[config.mk]
export PLATFORM = sky130hd
export DESIGN_NAME = lnds_search
export DESIGN_NICKNAME = d
export VERILOG_FILES = /design/src/lnds_pkg.sv /design/src/lnds_search.sv
export SDC_FILE = /design/constraint.sdc
export NUM_CORES = 1
export LEC_CHECK = 0
export ABC_AREA = 0
export BUFFER_PORTS_ARGS = -buffer_cell sky130_fd_sc_hd__buf_2
export CAP_MARGIN = 30
export CORE_ASPECT_RATIO = 1.2
export CORE_MARGIN = 2
export CORE_UTILIZATION = 55
export DETAILED_ROUTE_END_ITERATION = 16
export PLACE_DENSITY_LB_ADDON = 0.25
export RECOVER_POWER = 50
export SETUP_SLACK_MARGIN = 0.3
export SYNTH_ARGS = -nofsm -noshare
export SYNTH_HDL_FRONTEND = slang
export SYNTH_SLANG_ARGS = --single-unit
export TNS_END_PERCENT = 100
[constraint.sdc]
create_clock -name clk -period 6.2 [get_ports clk]
set_input_delay 0.93 -clock clk [delete_from_list [all_inputs] [get_ports clk]]
set_output_delay 0.93 -clock clk [all_outputs]
set_load 0.01 [all_outputs]
[src/lnds_pkg.sv]
`timescale 1ns / 1ps
// ============================================================================
// lnds_pkg: shared definitions for the longest non-decreasing subsequence block
// Constants, result word layout and RAM control bundle used by all modules.
// ============================================================================
package lnds_pkg;

    // Default table depth and working key width.
    localparam int MAX_TAILS_DEF  = 1024;
    localparam int VALUE_BITS_DEF = 32;

    // Fixed field widths of the stream words.
    localparam int SAMPLE_W   = 32;
    localparam int LEN_W      = 11;
    localparam int OUT_DATA_W = 16;

    // One result word as handed from the search engine to the output register.
    typedef struct packed {
        logic [LEN_W-1:0] length;
        logic             final_item;
        logic             overflow;
    } lnds_result_t;

    // Strobes from the search engine to the tail RAM.
    typedef struct packed {
        logic rd_en;
        logic wr_en;
    } lnds_ram_ctl_t;

endpackage

[src/lnds_search.sv]
`timescale 1ns / 1ps
// ============================================================================
// lnds_search: binary search sequencer over the tail table
// Runs one compare per cycle against the RAM, then replaces or appends a tail, or drops the append when full.
// ============================================================================
module lnds_search #(
    parameter int MAX_TAILS  = lnds_pkg::MAX_TAILS_DEF,
    parameter int VALUE_BITS = lnds_pkg::VALUE_BITS_DEF,
    parameter int ADDR_W     = $clog2(MAX_TAILS)
) (
    input  logic                            clk,
    input  logic                            rst_n,
    input  logic                            in_valid,
    output logic                            in_ready,
    input  logic [lnds_pkg::SAMPLE_W-1:0]   sample,
    input  logic                            last,
    output logic                            res_valid,
    input  logic                            res_ready,
    output lnds_pkg::lnds_result_t          result,
    output lnds_pkg::lnds_ram_ctl_t         ram_ctl,
    output logic [ADDR_W-1:0]               rd_addr,
    input  logic [VALUE_BITS-1:0]           rd_data,
    output logic [ADDR_W-1:0]               wr_addr,
    output logic [VALUE_BITS-1:0]           wr_data
);
    import lnds_pkg::*;

    localparam int CW = $clog2(MAX_TAILS + 1);
    localparam logic [CW-1:0] FULL_COUNT = CW'(MAX_TAILS);
    localparam logic [VALUE_BITS-1:0] SIGN_FLIP = {1'b1, {(VALUE_BITS - 1){1'b0}}};

    typedef enum logic [2:0] {
        S_IDLE  = 3'b001,
        S_STEP  = 3'b010,
        S_WRITE = 3'b100
    } state_t;

    state_t              state_reg, state_next;
    logic [CW-1:0]       count_reg, count_next;
    logic                overflow_reg, overflow_next;
    logic [CW-1:0]       lo_reg, lo_next;
    logic [CW-1:0]       hi_reg, hi_next;
    logic [CW-1:0]       mid_reg, mid_next;
    logic [VALUE_BITS-1:0] key_reg, key_next;
    logic                last_reg, last_next;

    logic                accept;
    logic                greater;
    logic [CW-1:0]       lo_step, hi_step;
    logic [CW:0]         mid_sum;
    logic                full;
    logic [CW-1:0]       count_after;
    logic                overflow_after;

    assign accept   = in_valid && in_ready;
    assign in_ready = (state_reg == S_IDLE);
    // Keys are stored with the sign bit flipped so unsigned order is signed order.
    assign greater  = (rd_data > key_reg);
    assign lo_step  = greater ? lo_reg : (mid_reg + CW'(1));
    assign hi_step  = greater ? mid_reg : hi_reg;
    assign mid_sum  = {1'b0, lo_step} + {1'b0, hi_step};
    assign full     = (count_reg == FULL_COUNT);

    // Append when the search ran off the end, unless the table is full.
    assign count_after    = ((lo_reg == count_reg) && !full) ? (count_reg + CW'(1)) : count_reg;
    assign overflow_after = overflow_reg || ((lo_reg == count_reg) && full);

    assign res_valid         = (state_reg == S_WRITE);
    assign result.length     = LEN_W'(count_after);
    assign result.final_item = last_reg;
    assign result.overflow   = overflow_after;

    assign wr_addr = lo_reg[ADDR_W-1:0];
    assign wr_data = key_reg;

    always_comb
    begin
        state_next    = state_reg;
        count_next    = count_reg;
        overflow_next = overflow_reg;
        lo_next       = lo_reg;
        hi_next       = hi_reg;
        mid_next      = mid_reg;
        key_next      = key_reg;
        last_next     = last_reg;
        ram_ctl.rd_en = 1'b0;
        ram_ctl.wr_en = 1'b0;
        rd_addr       = mid_reg[ADDR_W-1:0];

        unique case (state_reg)
            S_IDLE:
            begin
                if (accept)
                begin
                    key_next  = VALUE_BITS'(sample) ^ SIGN_FLIP;
                    last_next = last;
                    lo_next   = '0;
                    hi_next   = count_reg;
                    mid_next  = count_reg >> 1;
                    rd_addr   = mid_next[ADDR_W-1:0];
                    if (count_reg != '0)
                    begin
                        ram_ctl.rd_en = 1'b1;
                        state_next    = S_STEP;
                    end
                    else
                    begin
                        state_next = S_WRITE;
                    end
                end
            end
            S_STEP:
            begin
                lo_next  = lo_step;
                hi_next  = hi_step;
                mid_next = mid_sum[CW:1];
                rd_addr  = mid_next[ADDR_W-1:0];
                if (lo_step < hi_step)
                begin
                    ram_ctl.rd_en = 1'b1;
                end
                else
                begin
                    state_next = S_WRITE;
                end
            end
            S_WRITE:
            begin
                if (res_ready)
                begin
                    ram_ctl.wr_en = !((lo_reg == count_reg) && full);
                    if (last_reg)
                    begin
                        count_next    = '0;
                        overflow_next = 1'b0;
                    end
                    else
                    begin
                        count_next    = count_after;
                        overflow_next = overflow_after;
                    end
                    state_next = S_IDLE;
                end
            end
            default:
            begin
                state_next = S_IDLE;
            end
        endcase
    end

    always_ff @(posedge clk or negedge rst_n)
    begin
        if (!rst_n)
        begin
            state_reg    <= S_IDLE;
            count_reg    <= '0;
            overflow_reg <= 1'b0;
        end
        else
        begin
            state_reg    <= state_next;
            count_reg    <= count_next;
            overflow_reg <= overflow_next;
        end
    end

    always_ff @(posedge clk)
    begin
        lo_reg   <= lo_next;
        hi_reg   <= hi_next;
        mid_reg  <= mid_next;
        key_reg  <= key_next;
        last_reg <= last_next;
    end

endmodule

==> summary.txt <==
Chip width: 97.1 um
Req. time, crit path: 5.27 ns
Full die area: 11200 sq um
Fin util: 68.4%
Hold path startpoint: overflow_reg
Drt first-iter violations: 379
GPL Wtd Cong: 0.989
CTS Hold Bufs: 0
CTS Root Cell: clkbuf_16
Residual DRC: 0
Largest net degree at the start of global routing: 36
Sequential Area: 2360 sq um
GR Util All Layers: 26.8%
Core Box Area: 10100 sq um
Startpoint types: input pin
HP Class: register to register
Cells after Synth: 593
Max cap viols: 0
Fin crit period: 5.72 ns
Reg2reg start: wr_data[14]
Routed len/inst: 17.9 um
CP peak stage delay: 0.38 ns
Chip Height: 116 um
Number of enable flip-flop cells after synthesis: 66
Clk pin slew, worst setup/hold paths: 0.07 ns
Max VDD drop: 0.231 mV
Placement Setup Slack: 0.116 ns
Fraction of layout cells with a size suffix above 1: 22.6%
RSZ-0062 raised after global routing: yes
Sum Neg Setup Slack: 0 ns
Fin nets: 847
CTS tree: built
Syn nets: 718
Tot Pwr: 2490 uW
Worst Setup SP: rd_data[30]
H-tree levels: 3
Final setup fails: 0
Clock Skew: 0.00972 ns
Final Max Tran Viols: 0
CTS Sinks: 81
Critical Path Fanout Max: 11
Seq/Total Area, Yosys: 41.2%
Fmax: 0.175 GHz
Total gr overflow: 0
Synthesized area per cell: 9.64 sq um
Cell Rows: 40
TritonCTS buffer count: 9
Final HPWL DP: 11.4 mm
Yosys reg bits: 81
Port buffer count: 137
Most frequent cells in the layout: buf_2 (89), edfxtp_1 (66), nand2_1 (59)
First-pass GRT wire length: 23.9 mm
Commonest non-fill, non-tap cell in the layout: buf_2
N_diodes: 0
Period utilisation layout: 92.3%
Cell variety after synth: 58
Bufs on Longest Clock Path: 2
Worst path slowest cell: ha_1
Actual slew at the worst max-slew pin: 0.845 ns
Synth Warn #: 0
Area occupied by multi-input gates: 3110 sq um
Final setup margin: 0.479 ns
CP Cell Sequence: buf_2 -> ha_1 -> and4_1 -> a221oi_2 -> o211ai_1 -> o21ai_4 -> buf_12 -> mux2_2 -> ha_1 -> nor4_2 -> and3_1 -> nand2b_1 -> a2111oi_4 -> a211oi_2 -> o21bai_1 -> buf_2
Crit Path Class: input pin to output port
Starting Density: 56.8%
Relative slew slack: 43.7%
Critical Path AT: 4.79 ns
IO Pins: 138
Routed vias/inst: 5.79
Largest register FFs: 32
Primary FF master, synth: edfxtp_1
Final ANT Viol Nets: 0
Setup crit end kind: output port
Leak Pwr: 0.00307 uW
Vias: 4935
Power per standard cell area: 363 nW/um^2
Status: completed
Asr flop ratio synth: 18.5%
Drt total wl: 15.3 mm
Later-pin clock latency in the skew report: 0.34 ns
Synthesis-to-layout area growth: 20.3%
First-pass iteration count of the detailed router: 5
Synthesized area: 5720 sq um
Fin. Hold Viols: 0
Initial antenna violation count: 0
Vias in the first global route: 4920
Fill count: 804
-- worst max-delay path: cells and delay by family --
family / cells / cell delay [ns]
mux: 1 / 0.37
compound gates: 6 / 1.44
simple gates: 4 / 0.88
fa+ha+maj: 2 / 0.70
buf+inv: 3 / 0.45
-- per-stage QoR --
stage          hold WS, ns  instances  cell area, sq um
6_report             0.547        853              6880
5_1_grt              0.608        853              6880
4_1_cts              0.498        848              6800
3_5_place_dp         0.539        828              6430
3_3_place_gp         0.521        828              6430
2_1_floorplan        0.508        593              5720
-- worst paths after layout --
| path | cells past startpoint | to | slack (ns) |
|---|---|---|---|
| worst min register to register | 2 | overflow_reg | 0.55 |
| worst min-delay path | 2 | overflow_reg | 0.55 |
| worst max-delay path | 16 | ram_ctl[1] | 0.48 |
| min in group asynchronous | 1 | overflow_reg | 0.67 |
| worst max register to register | 17 | state_reg[2] | 1.89 |
| max in group asynchronous | 1 | count_reg[9] | 5.01 |
-- cell families after synthesis --
logic type | count (synthesis) | share of synthesized area [%]
and+or+nand+nor | 192 | 16.5
AOI/OAI and AO/OA | 113 | 12.9
buffers and inverters | 90 | 6.94
DFF | 81 | 41.2
adders and majority gates | 56 | 12.4
xor gates and xnor gates | 34 | 5.21
muxes | 27 | 4.84
-- Yosys cell counts, types with 6 or more instances --
cell type	n	area, sq um
and3_1	10	62.6
a31oi_1	9	56.3
o211ai_1	7	52.6
a21oi_1	33	165
nor2_1	44	165
dfrtp_1	14	350
and2_1	11	68.8
nand2_1	59	221
xnor2_1	25	219
clkbuf_1	20	75.1
o21ai_1	6	30.0
nand3_1	24	120
a22o_1	7	61.3
edfxtp_1	66	1980
mux2i_1	22	220
inv_1	53	199
nand4_1	8	50.1
buf_4	13	97.6
nor3_1	7	35.0
o21ai_0	21	105
ha_1	55	688
xor2_1	9	78.8
-- layout make-up --
class                      count  area share, %
timing repair buffer         154           11.2
clock buffer                   9           3.27
clock inverter                 7          0.800
tap                          126           2.29
inverter                      54           2.95
multi-input combinational    422           45.2
sequential                    81           34.3
-- power breakdown --
part           internal [uW]  switching [uW]  total, uW
sequential               716            83.8        800
clock                    275             234        509
combinational            483             703       1190
total                   1470            1020       2490
-- metal layers --
metal	share of wire, %	vias up	GRT usage (%)	wire length, um
met5	0	-	0	0
met4	3.2	0	12.1	486
met3	6.7	33	5.07	1020
met2	50	208	47.7	7560
met1	41	2335	31.9	6190
li1	-	2359	-	-
-- what timing repair did --
item	4_1_cts	5_1_grt
gates resized for setup	12	22
buffers inserted	4	5
hold endpoints to repair	0	0
endpoints found under the setup margin	4	7
pin swaps	2	9
No activity file was read; power rests on OpenSTA's default activity.
